**config.mk**
```make
export PLATFORM = sky130hd
export DESIGN_NAME = proximity_gated_temperature_averager
export DESIGN_NICKNAME = d
export VERILOG_FILES = /design/src/rtl/pgta_pkg.sv /design/src/rtl/pgta_cell.sv /design/src/rtl/pgta_comp.sv /design/src/rtl/proximity_gated_temperature_averager.sv
export SDC_FILE = /design/constraint.sdc
export NUM_CORES = 1
export LEC_CHECK = 0
export BUFFER_PORTS_ARGS = -buffer_cell sky130_fd_sc_hd__clkbuf_2
export CAP_MARGIN = 0
export CORE_MARGIN = 8
export CORE_UTILIZATION = 55
export CTS_CLUSTER_DIAMETER = 200
export DETAILED_ROUTE_END_ITERATION = 6
export MAX_ROUTING_LAYER = met4
export PLACE_DENSITY = 0.7
export SLEW_MARGIN = 0
export SYNTH_ARGS = -nofsm -noshare
export SYNTH_HDL_FRONTEND = slang
export SYNTH_SLANG_ARGS = --single-unit
```
**constraint.sdc**
```tcl
create_clock -name clock -period 12.2 [get_ports clock]
set_clock_uncertainty 0.1 [all_clocks]
set_input_delay 3.05 -clock clock [delete_from_list [all_inputs] [get_ports clock]]
set_output_delay 3.05 -clock clock [all_outputs]
set_load 0.02 [all_outputs]
```
**src/rtl/pgta_pkg.sv**
```systemverilog
`timescale 1ns / 1ps
// ----------------------------------------------------------------------------
// pgta_pkg
// Shared constants and types for the proximity gated temperature averager.
// ----------------------------------------------------------------------------
package pgta_pkg;

   localparam int WINDOW  = 8;
   localparam int DIST_W  = 13;
   localparam int TEMP_W  = 16;
   localparam int GAIN_W  = 16;
   localparam int CSR_W   = 16;
   localparam int IDX_W   = 3;
   localparam int SUM_W   = TEMP_W + $clog2(WINDOW);
   localparam int COUNT_W = $clog2(WINDOW + 1);

   localparam logic [IDX_W-1:0] REG_NEAR_MIN   = 3'd0;
   localparam logic [IDX_W-1:0] REG_NEAR_MAX   = 3'd1;
   localparam logic [IDX_W-1:0] REG_PROMPT_MAX = 3'd2;
   localparam logic [IDX_W-1:0] REG_GAIN       = 3'd3;
   localparam logic [IDX_W-1:0] REG_THRESHOLD  = 3'd4;

   typedef struct packed {
      logic                     taken;
      logic                     prompt;
      logic signed [TEMP_W-1:0] comp;
   } front_type;

endpackage

```
**src/rtl/pgta_cell.sv**
```systemverilog
`timescale 1ns / 1ps
// ----------------------------------------------------------------------------
// pgta_cell
// One entry of the sample window; takes its neighbour's value, or the new sample, on a shift.
// ----------------------------------------------------------------------------
module pgta_cell (
   input  logic                               clock,
   input  logic                               reset,
   input  logic                               shift_en,
   input  logic signed [pgta_pkg::TEMP_W-1:0] d_in,
   output logic signed [pgta_pkg::TEMP_W-1:0] q
);
   import pgta_pkg::*;

   logic signed [TEMP_W-1:0] value_ff;
   logic signed [TEMP_W-1:0] value_in;

   always_comb begin
      value_in = shift_en ? d_in : value_ff;
   end

   always_ff @(posedge clock) begin
      if (reset) begin
         value_ff <= '0;
      end else begin
         value_ff <= value_in;
      end
   end

   assign q = value_ff;

endmodule

```
**src/rtl/pgta_comp.sv**
```systemverilog
`timescale 1ns / 1ps
// ----------------------------------------------------------------------------
// pgta_comp
// Front stage: window checks and distance compensation of one item.
// ----------------------------------------------------------------------------
module pgta_comp (
   input  logic                               clock,
   input  logic                               load_en,
   input  logic        [pgta_pkg::DIST_W-1:0] distance_mm,
   input  logic signed [pgta_pkg::TEMP_W-1:0] object_temp,
   input  logic        [pgta_pkg::DIST_W-1:0] near_min_mm,
   input  logic        [pgta_pkg::DIST_W-1:0] near_max_mm,
   input  logic        [pgta_pkg::DIST_W-1:0] prompt_max_mm,
   input  logic        [pgta_pkg::GAIN_W-1:0] distance_gain,
   output pgta_pkg::front_type                front
);
   import pgta_pkg::*;

   localparam int PROD_W = DIST_W + GAIN_W;
   localparam int ADJ_W  = PROD_W - 8;
   localparam int TOT_W  = ADJ_W + 2;
   localparam logic signed [TOT_W-1:0] SAT_HI = TOT_W'(32767);
   localparam logic signed [TOT_W-1:0] SAT_LO = -TOT_W'(32768);

   logic        [PROD_W-1:0] prod;
   logic signed [TOT_W-1:0]  total;
   front_type                front_ff;
   front_type                front_in;

   always_comb begin
      prod  = PROD_W'(distance_mm) * PROD_W'(distance_gain);
      total = TOT_W'(object_temp) + $signed({2'b00, prod[PROD_W-1:8]});
      front_in.taken  = (distance_mm > near_min_mm) && (distance_mm < near_max_mm);
      front_in.prompt = (distance_mm > near_max_mm) && (distance_mm < prompt_max_mm);
      if (total > SAT_HI) begin
         front_in.comp = TEMP_W'(SAT_HI);
      end else if (total < SAT_LO) begin
         front_in.comp = TEMP_W'(SAT_LO);
      end else begin
         front_in.comp = total[TEMP_W-1:0];
      end
   end

   always_ff @(posedge clock) begin
      if (load_en) begin
         front_ff <= front_in;
      end
   end

   assign front = front_ff;

endmodule

```
**src/rtl/proximity_gated_temperature_averager.sv**
```systemverilog
`timescale 1ns / 1ps
// ----------------------------------------------------------------------------
// proximity_gated_temperature_averager
// Gates sensor ticks by distance, averages compensated temperatures over a
// sliding window and announces a stabilised reading.
// ----------------------------------------------------------------------------
// Takes one item per clock while the output is not stalled and returns one
// result item per item: the front stage does the window checks and the
// distance * gain compensation multiply, and the output stage shifts the row of
// window cells, updates the running sum, mean and good count and registers the
// result. The output register lets a new item enter while a result waits.
module proximity_gated_temperature_averager (
   input  logic                               clock,
   input  logic                               reset,
   input  logic                               req_valid,
   output logic                               req_ready,
   input  logic        [pgta_pkg::DIST_W-1:0] req_distance_mm,
   input  logic signed [pgta_pkg::TEMP_W-1:0] req_object_temp,
   output logic                               rsp_valid,
   input  logic                               rsp_ready,
   output logic                               rsp_announce,
   output logic signed [pgta_pkg::TEMP_W-1:0] rsp_announced_temp,
   output logic                               rsp_relay_on,
   output logic                               rsp_prompt,
   output logic                               rsp_sample_taken,
   output logic                               rsp_beep,
   output logic signed [pgta_pkg::TEMP_W-1:0] rsp_average_temp,
   input  logic                               csr_we,
   input  logic        [pgta_pkg::IDX_W-1:0]  csr_index,
   input  logic        [pgta_pkg::CSR_W-1:0]  csr_wdata
);
   import pgta_pkg::*;

   localparam logic signed [SUM_W-1:0] WindowDiv = SUM_W'(WINDOW);

   // configuration
   logic        [DIST_W-1:0] near_min_ff, near_max_ff, prompt_max_ff;
   logic        [GAIN_W-1:0] gain_ff;
   logic signed [TEMP_W-1:0] threshold_ff;

   always_ff @(posedge clock) begin
      if (reset) begin
         near_min_ff   <= DIST_W'(50);
         near_max_ff   <= DIST_W'(180);
         prompt_max_ff <= DIST_W'(400);
         gain_ff       <= GAIN_W'(256);
         threshold_ff  <= TEMP_W'(3500);
      end else if (csr_we) begin
         case (csr_index)
            REG_NEAR_MIN:   near_min_ff   <= csr_wdata[DIST_W-1:0];
            REG_NEAR_MAX:   near_max_ff   <= csr_wdata[DIST_W-1:0];
            REG_PROMPT_MAX: prompt_max_ff <= csr_wdata[DIST_W-1:0];
            REG_GAIN:       gain_ff       <= csr_wdata[GAIN_W-1:0];
            REG_THRESHOLD:  threshold_ff  <= csr_wdata[TEMP_W-1:0];
            default: ;
         endcase
      end
   end

   // pipeline control
   logic s1_valid_ff, s1_valid_in;
   logic rsp_valid_ff, rsp_valid_in;
   logic out_en, req_fire, s1_move;

   assign out_en    = !rsp_valid_ff || rsp_ready;
   assign req_ready = !s1_valid_ff || out_en;
   assign req_fire  = req_valid && req_ready;
   assign s1_move   = s1_valid_ff && out_en;

   always_comb begin
      s1_valid_in  = req_fire || (s1_valid_ff && !out_en);
      rsp_valid_in = s1_move || (rsp_valid_ff && !rsp_ready);
   end

   always_ff @(posedge clock) begin
      if (reset) begin
         s1_valid_ff  <= 1'b0;
         rsp_valid_ff <= 1'b0;
      end else begin
         s1_valid_ff  <= s1_valid_in;
         rsp_valid_ff <= rsp_valid_in;
      end
   end

   front_type front;

   pgta_comp u_comp (
      .clock         (clock),
      .load_en       (req_fire),
      .distance_mm   (req_distance_mm),
      .object_temp   (req_object_temp),
      .near_min_mm   (near_min_ff),
      .near_max_mm   (near_max_ff),
      .prompt_max_mm (prompt_max_ff),
      .distance_gain (gain_ff),
      .front         (front)
   );

   // window cells, entry 0 oldest
   logic                     shift_en;
   logic signed [TEMP_W-1:0] cell_q [WINDOW];

   assign shift_en = s1_move && front.taken;

   for (genvar i = 0; i < WINDOW; i++) begin : g_cell
      pgta_cell u_cell (
         .clock    (clock),
         .reset    (reset),
         .shift_en (shift_en),
         .d_in     ((i == WINDOW - 1) ? front.comp : cell_q[(i + 1) % WINDOW]),
         .q        (cell_q[i])
      );
   end

   // window state and result
   logic signed [SUM_W-1:0]  sum_ff, sum_in, new_sum;
   logic        [COUNT_W-1:0] count_ff, count_in, count_base;
   logic signed [TEMP_W-1:0] held_ff, held_in, new_held;
   logic                     announce;

   logic                     rsp_announce_ff, rsp_relay_ff, rsp_prompt_ff;
   logic                     rsp_taken_ff, rsp_beep_ff;
   logic signed [TEMP_W-1:0] rsp_announced_ff, rsp_average_ff;

   always_comb begin
      announce   = count_ff > COUNT_W'(WINDOW - 1);
      count_base = announce ? '0 : count_ff;
      new_sum    = sum_ff - SUM_W'(cell_q[0]) + SUM_W'(front.comp);
      new_held   = TEMP_W'(new_sum / WindowDiv);
      sum_in     = sum_ff;
      count_in   = count_ff;
      held_in    = held_ff;
      if (s1_move) begin
         if (front.taken) begin
            sum_in   = new_sum;
            held_in  = new_held;
            count_in = count_base + COUNT_W'(1);
         end else begin
            count_in = '0;
         end
      end
   end

   always_ff @(posedge clock) begin
      if (reset) begin
         sum_ff   <= '0;
         count_ff <= '0;
         held_ff  <= '0;
      end else begin
         sum_ff   <= sum_in;
         count_ff <= count_in;
         held_ff  <= held_in;
      end
   end

   always_ff @(posedge clock) begin
      if (s1_move) begin
         rsp_announce_ff  <= announce;
         rsp_announced_ff <= announce ? held_ff : '0;
         rsp_relay_ff     <= announce && (held_ff < threshold_ff);
         rsp_prompt_ff    <= front.prompt;
         rsp_taken_ff     <= front.taken;
         rsp_beep_ff      <= front.taken && (count_base >= COUNT_W'(2));
         rsp_average_ff   <= held_in;
      end
   end

   assign rsp_valid          = rsp_valid_ff;
   assign rsp_announce       = rsp_announce_ff;
   assign rsp_announced_temp = rsp_announced_ff;
   assign rsp_relay_on       = rsp_relay_ff;
   assign rsp_prompt         = rsp_prompt_ff;
   assign rsp_sample_taken   = rsp_taken_ff;
   assign rsp_beep           = rsp_beep_ff;
   assign rsp_average_temp   = rsp_average_ff;

`ifndef ASSERT_OFF
   // good count never passes the window depth
   a_count_range: assert property (@(posedge clock) disable iff (reset)
      count_ff <= COUNT_W'(WINDOW))
      else $error("good count out of range");

   // a moving item always lands in the output register
   a_s1_to_out: assert property (@(posedge clock) disable iff (reset)
      s1_move |=> rsp_valid_ff)
      else $error("item lost between stages");

   // window state frozen while the output is stalled
   a_stall_hold: assert property (@(posedge clock) disable iff (reset)
      (rsp_valid_ff && !rsp_ready) |=> ($stable(count_ff) && $stable(sum_ff)))
      else $error("state changed during stall");

   // beep only with a taken sample
   a_beep_taken: assert property (@(posedge clock) disable iff (reset)
      (rsp_valid_ff && rsp_beep_ff) |-> rsp_taken_ff)
      else $error("beep without sample");
`endif

endmodule

```
### Yosys cells after proc, flatten, opt, wreduce, memory -nomap -nowiden

Cells that the tools add are included.

* output and inout port bits: 39
* input port bits: 53
* logic and storage cells: 78
* flip-flop bits (word level): 295

* reductions and logical operators: 25
* order comparisons: 9
* add/sub/neg operators: 5
* equal/unequal tests: 4
* mux-type cells: 5
* multiply operators: 1
* bitwise operators: 1

Operators with widths (number)
* $mux W16: 3
* $mul A13 B16 Y29: 1
* $gt A13 B13 Y1: 2
* $lt A13 B13 Y1: 2
* $add A16 B22 Y23: 1
* $gt A23 B16 Y1 const B: 1
* $lt A23 B16 Y1 const B: 1
* $add A19 B16 Y19: 1
* $sub A19 B16 Y19: 1
* $add A16 B1 Y16: 1
* $lt A16 B16 Y1: 1
* $reduce_and A2 Y1: 6
* $logic_and A1 B1 Y1: 9
* $mux W4: 2
* $eq A3 B2 Y1 const B: 2
* $add A4 B1 Y4 const B: 1
* $ge A4 B2 Y1 const B: 1
* $gt A4 B3 Y1 const B: 1
* $logic_not A1 Y1: 4
* $logic_or A1 B1 Y1: 4
* $eq A3 B1 Y1 const B: 1
* $eq A3 B3 Y1 const B: 1
* $logic_not A3 Y1: 1
* $reduce_or A3 Y1: 1
* $and A1 B1 Y1: 1

### Logic depth before layout (Yosys ltp)

* word-level depth: 7
* depth in mapped cells: 35
* gate-level depth less buffers: 33

### Modules after synthesis

Synthesis repeated with hierarchy kept, for this count alone.

* cells, all modules: 2373
* area total of the unflattened synthesis: 21545.7 µm²

Modules (own cells, without submodules)
* pgta_comp: times used 1, sequential area each 540.5 µm², area each 9316.4 µm², cells an instance 1086
* proximity_gated_temperature_averager: times used 1, sequential area each 3353.2 µm², area each 7584.8 µm², cells an instance 871
* pgta_cell: times used 8, sequential area each 320.3 µm², area each 580.6 µm², cells an instance 52

### Worst setup path after synthesis

OpenSTA, ideal clock, no wires.

* kind: in2reg
* start point: input port req_distance_mm[12] in the netlist's numbering
* end point: register u_comp.front_ff, in the netlist u_comp.front[4], data pin
* setup slack: 1.876 ns
* cell stages on the path: 31
* data arrival time: 9.960 ns
* setup time: 0.263 ns
* buffers on the path: 2
* required time: 11.837 ns
* cells stage by stage: clkbuf_1 > nand2_1 > fa_1 > fa_1 > inv_1 > fa_1 > fa_1 > inv_1 > fa_1 > inv_1 > ha_1 > a211oi_1 > and3_1 > a211oi_1 > a311oi_1 > nor2_1 > o21a_1 > nor2_1 > xnor2_1 > ha_1 > a21o_1 > a21oi_1 > nor2b_1 > o21ai_0 > nand2b_1 > a221oi_2 > xnor2_1 > nor4_1 > a41o_2 > buf_4 > a21oi_1

* longest elaborated chain between the ends: 4
* elaborated cells between the ends (all ways): 5
* those cells by class: add/sub (1); mul (1); order compare (2); mux (1)

RTL lines
* start, declared: line proximity_gated_temperature_averager.sv:17 `input logic [pgta_pkg::DIST_W-1:0] req_distance_mm,`
* $mul A13 B16 Y29 (*): line pgta_comp.sv:31 `prod = PROD_W'(distance_mm) * PROD_W'(distance_gain);`
* $add A16 B22 Y23 (*): line pgta_comp.sv:32 `total = TOT_W'(object_temp) + $signed({2'b00, prod[PROD_W-1:8]});`
* $lt A23 B16 Y1: line pgta_comp.sv:37 `end else if (total < SAT_LO) begin`
* $mux W16: line pgta_comp.sv:37
* end signal, assigned: line pgta_comp.sv:46 `front_ff <= front_in;`
* end, declared: line pgta_comp.sv:27 `front_type front_ff;`

Mark *: on every way between the ends. The rest lies on a longest branch, timed or not.
A chain may end at the register's enable or synchronous reset.

### Worst setup path in the final report

* start point: input port req_distance_mm[9] in the netlist's numbering
* end point: register u_comp.front_ff, in the netlist u_comp.front[1], data pin

The elaborated chain is that of the path after synthesis.

==> qor.yml <==
outcome: "complete, no violations"
cp.arrival_ns: 11.07
hold_buffers: 0
report.power.total_mw: 2.85
route.final.wire_length_mm: 48.5
synth_seq_cells: 295
post_synth_instance_area_um2: 20900
period_utilization_post_route_pct: 89.4
gr-usage-all-layers_pct: 22.8
final_cells: 3026
nNetsFinal: 2890
ff2ff_path_depth: 25
placed_cells_incl_taps: 2973
die-area_um2: 44600
ys_seq_area_share_pct: 30.8
route.detailed.wl_per_inst_um: 16.0
grt_max_degree: 135
syn-instance-count: 2476
critPathLaunchType: "input pin"
cp.required_ns: 12.36
whs_endpoint: "g_cell[2].u_cell.q[6]"
cts_setup_buffers: 0
cts.sink_count: 295
vias: 16100
starting_density_of_the_core_pct: 55.7
hold_path.class: "flip-flop to flip-flop"
hold-worst-slack_ns: 0.346
dpl_worst_slack_ns: 0.888
final_core_util_pct: 60.2
final_area_um2: 22600
synth.avg_cell_area_um2: 8.45
power_per_cell_area_nw_per_um2: 126
number_of_hold_violations_in_the_final_report: 0
syn-num-nets: 2873
final_critical_path_setup_slack_ns: 1.29
detail-route-antenna-nets: 0
drt_iter0_markers: 947
grt_setup_unrepaired: "no"
grt_overflow: 0
numCtsBuffers: 29
gpl.final_weighted_congestion: 0.905
clockBufferDepth: 3
final-max-slew-violation-count: 0
dpl_cell_area_um2: 21700
ir_drop_mv: 0.115
fin_tns_setup_ns: 0
worst_slew_pin_slew_ns: 1.08
rows: 71
synthFlopType: "dfxtp_1"
port-buffer-count: 91
yosys_warnings: 0
muxShareOfSynthArea_pct: 0.155
final_layout_size_suffix_gt1_share_pct: 6.96
final_period_minus_worst_setup_slack_ns: 10.91
worst_r2r_endpoint: "u_comp.front[1]"
maxSlewHeadroom_pct: 27.7
area_growth_syn_to_layout_pct: 8.03
cts_tree: "built"
critical_path.reg2reg.startpoint: "gain_ff[7]"
worst-setup-path-type: "input pin to flip-flop"
drt-pass1-iter-count: 7
maxCapViolCount: 0
pin_count: 92
path_clk_slew_ns: 0.06
drt_drc_violations_left: 0
main_combinational_cell_family_by_area_after_synthesis: "adder cells"
clockRootBuffer: "clkbuf_16"
timing.critical_path.to_type: "flip-flop"
routed_via_density: 5.34
worst-r2r-setup-slack_ns: 3.54
core_area_um2: 37600
worst_min_delay_path_startpoint: "g_cell[3].u_cell.q[6]"
critical_path_peak_fanout: 19
synth_compound_gate_area_share_pct: 11.7
post_cts.resized_instances: 0
min_delay_path_depth: 2
cts.htree.levels: 1
adder_cell_area_share_of_the_yosys_netlist_pct: 26.7
worst_skew_pair.late_latency_ns: 0.54
total_inserted_antenna_cells: 0
synthDistinctLibCells: 65
die-width_um: 211
number_of_global_route_vias_before_repair: 16100
fraction_of_synthesis_flops_using_an_asynchronous_set_or_reset_pin_pct: 0
first_pass_grt_wire_length_mm: 81.4
synth_edf_count: 55
die_y_um: 211
power.leakage_nw: 10.0
clock.fmax_mhz: 91.7
setup_viol: 0
synth_simple_gate_area_share_pct: 19.3
yosys.area_share.xor_xnor_pct: 3.05
antenna_violations_before_repair: 0
place_hpwl_mm: 35.9
[sequential cells by signal (all words and copies together), names as in the netlist]
signal	flops
s1_valid_ff	1
rsp_relay_on	1
held_ff	16
u_comp.front	18
near_max_ff	13
near_min_ff	13
g_cell.u_cell.q	128
threshold_ff	16
rsp_sample_taken	1
prompt_max_ff	13
count_ff	4
rsp_prompt	1
rsp_announce	1
rsp_average_temp	16
rsp_announced_temp	16
rsp_beep	1
rsp_valid	1
gain_ff	16
sum_ff	19
[layout by cell type (no fill, tap or decap), types with 20 or more instances in the layout]
master / netlist / layout
nand3_1: 20 / 20
clkbuf_2: 0 / 90
edfxtp_1: 55 / 55
nand2_1: 560 / 559
nor2_1: 69 / 69
xnor2_1: 47 / 47
xor2_1: 24 / 24
ha_1: 172 / 172
fa_1: 172 / 172
inv_1: 341 / 341
a21oi_1: 256 / 256
and2_1: 128 / 127
clkbuf_16: 0 / 29
dfxtp_1: 240 / 240
o21ai_0: 31 / 31
a21o_1: 31 / 31
nor2b_1: 30 / 30
[worst max path at each step]
stage | from | to | slack, ns
floorplan | req_distance_mm[12] | u_comp.front[4] | 1.88
global placement | req_distance_mm[9] | u_comp.front[0] | 0.95
detailed placement | req_distance_mm[9] | u_comp.front[3] | 0.89
CTS | req_distance_mm[9] | u_comp.front[1] | 1.42
global route | req_distance_mm[3] | u_comp.front[1] | 0.71
finish | req_distance_mm[9] | u_comp.front[1] | 1.29
[report_power, final]
part / internal [mW] / total (mW) / switching [mW]
Clock: 0.507 / 0.883 / 0.375
Sequential: 1.04 / 1.07 / 0.0315
Combinational: 0.337 / 0.897 / 0.561
Total: 1.88 / 2.85 / 0.968
[routing by layer]
| layer | track usage (%) | part of all wire, % | vias up |
|---|---|---|---|
| met5 | - | 0 | - |
| met4 | 6.68 | 2.6 | 0 |
| met3 | 3.07 | 5.3 | 93 |
| met2 | 36.9 | 47 | 407 |
| met1 | 29.6 | 45 | 7734 |
| li1 | - | - | 7915 |
[kinds of logic after synthesis]
logic type,after synthesis
flops,295
buf+inv,453
xor+xnor,72
fa+ha+maj,344
simple gates,896
compound gates,413
mux,3
[worst max-delay path, cell delays in order]
cell	delay (ns)
clkbuf_2	0.33
and2_1	0.31
fa_1	0.54
inv_1	0.05
fa_1	0.47
inv_1	0.05
fa_1	0.51
fa_1	0.57
inv_1	0.06
fa_1	0.53
inv_1	0.04
ha_1	0.33
a211oi_1	0.11
and3_1	0.19
a211oi_1	0.59
a21oi_1	0.21
xnor2_1	0.17
ha_1	0.37
a2111oi_0	0.66
a211oi_1	0.11
o31ai_1	0.16
a211oi_2	0.20
a21o_1	0.23
a21oi_1	0.20
xor2_1	0.25
o41a_1	0.69
a21oi_1	0.08
[cell usage after synthesis (30+ instances only)]
| cell type | count | area share, % |
|---|---|---|
| and2_1 | 128 | 3.8 |
| edfxtp_1 | 55 | 7.9 |
| fa_1 | 172 | 16 |
| clkbuf_1 | 107 | 1.9 |
| inv_1 | 341 | 6.1 |
| o21ai_0 | 31 | 0.74 |
| ha_1 | 172 | 10 |
| nor2b_1 | 30 | 0.90 |
| a21oi_1 | 256 | 6.1 |
| nor2_1 | 69 | 1.2 |
| a21o_1 | 31 | 1.1 |
| xnor2_1 | 47 | 2.0 |
| dfxtp_1 | 240 | 23 |
| nand2_1 | 560 | 10 |
[cell type report]
cell class / instances / area, um2
Clock inverter: 12 / 100
Sequential cell: 295 / 6460
Timing Repair Buffer: 98 / 514
Fill cell: 3282 / 15000
Inverter: 341 / 1280
Tap cell: 511 / 639
Clock buffer: 41 / 851
Multi-Input combinational cell: 1728 / 12800
Note: power is estimated with default switching activity, not from simulation.
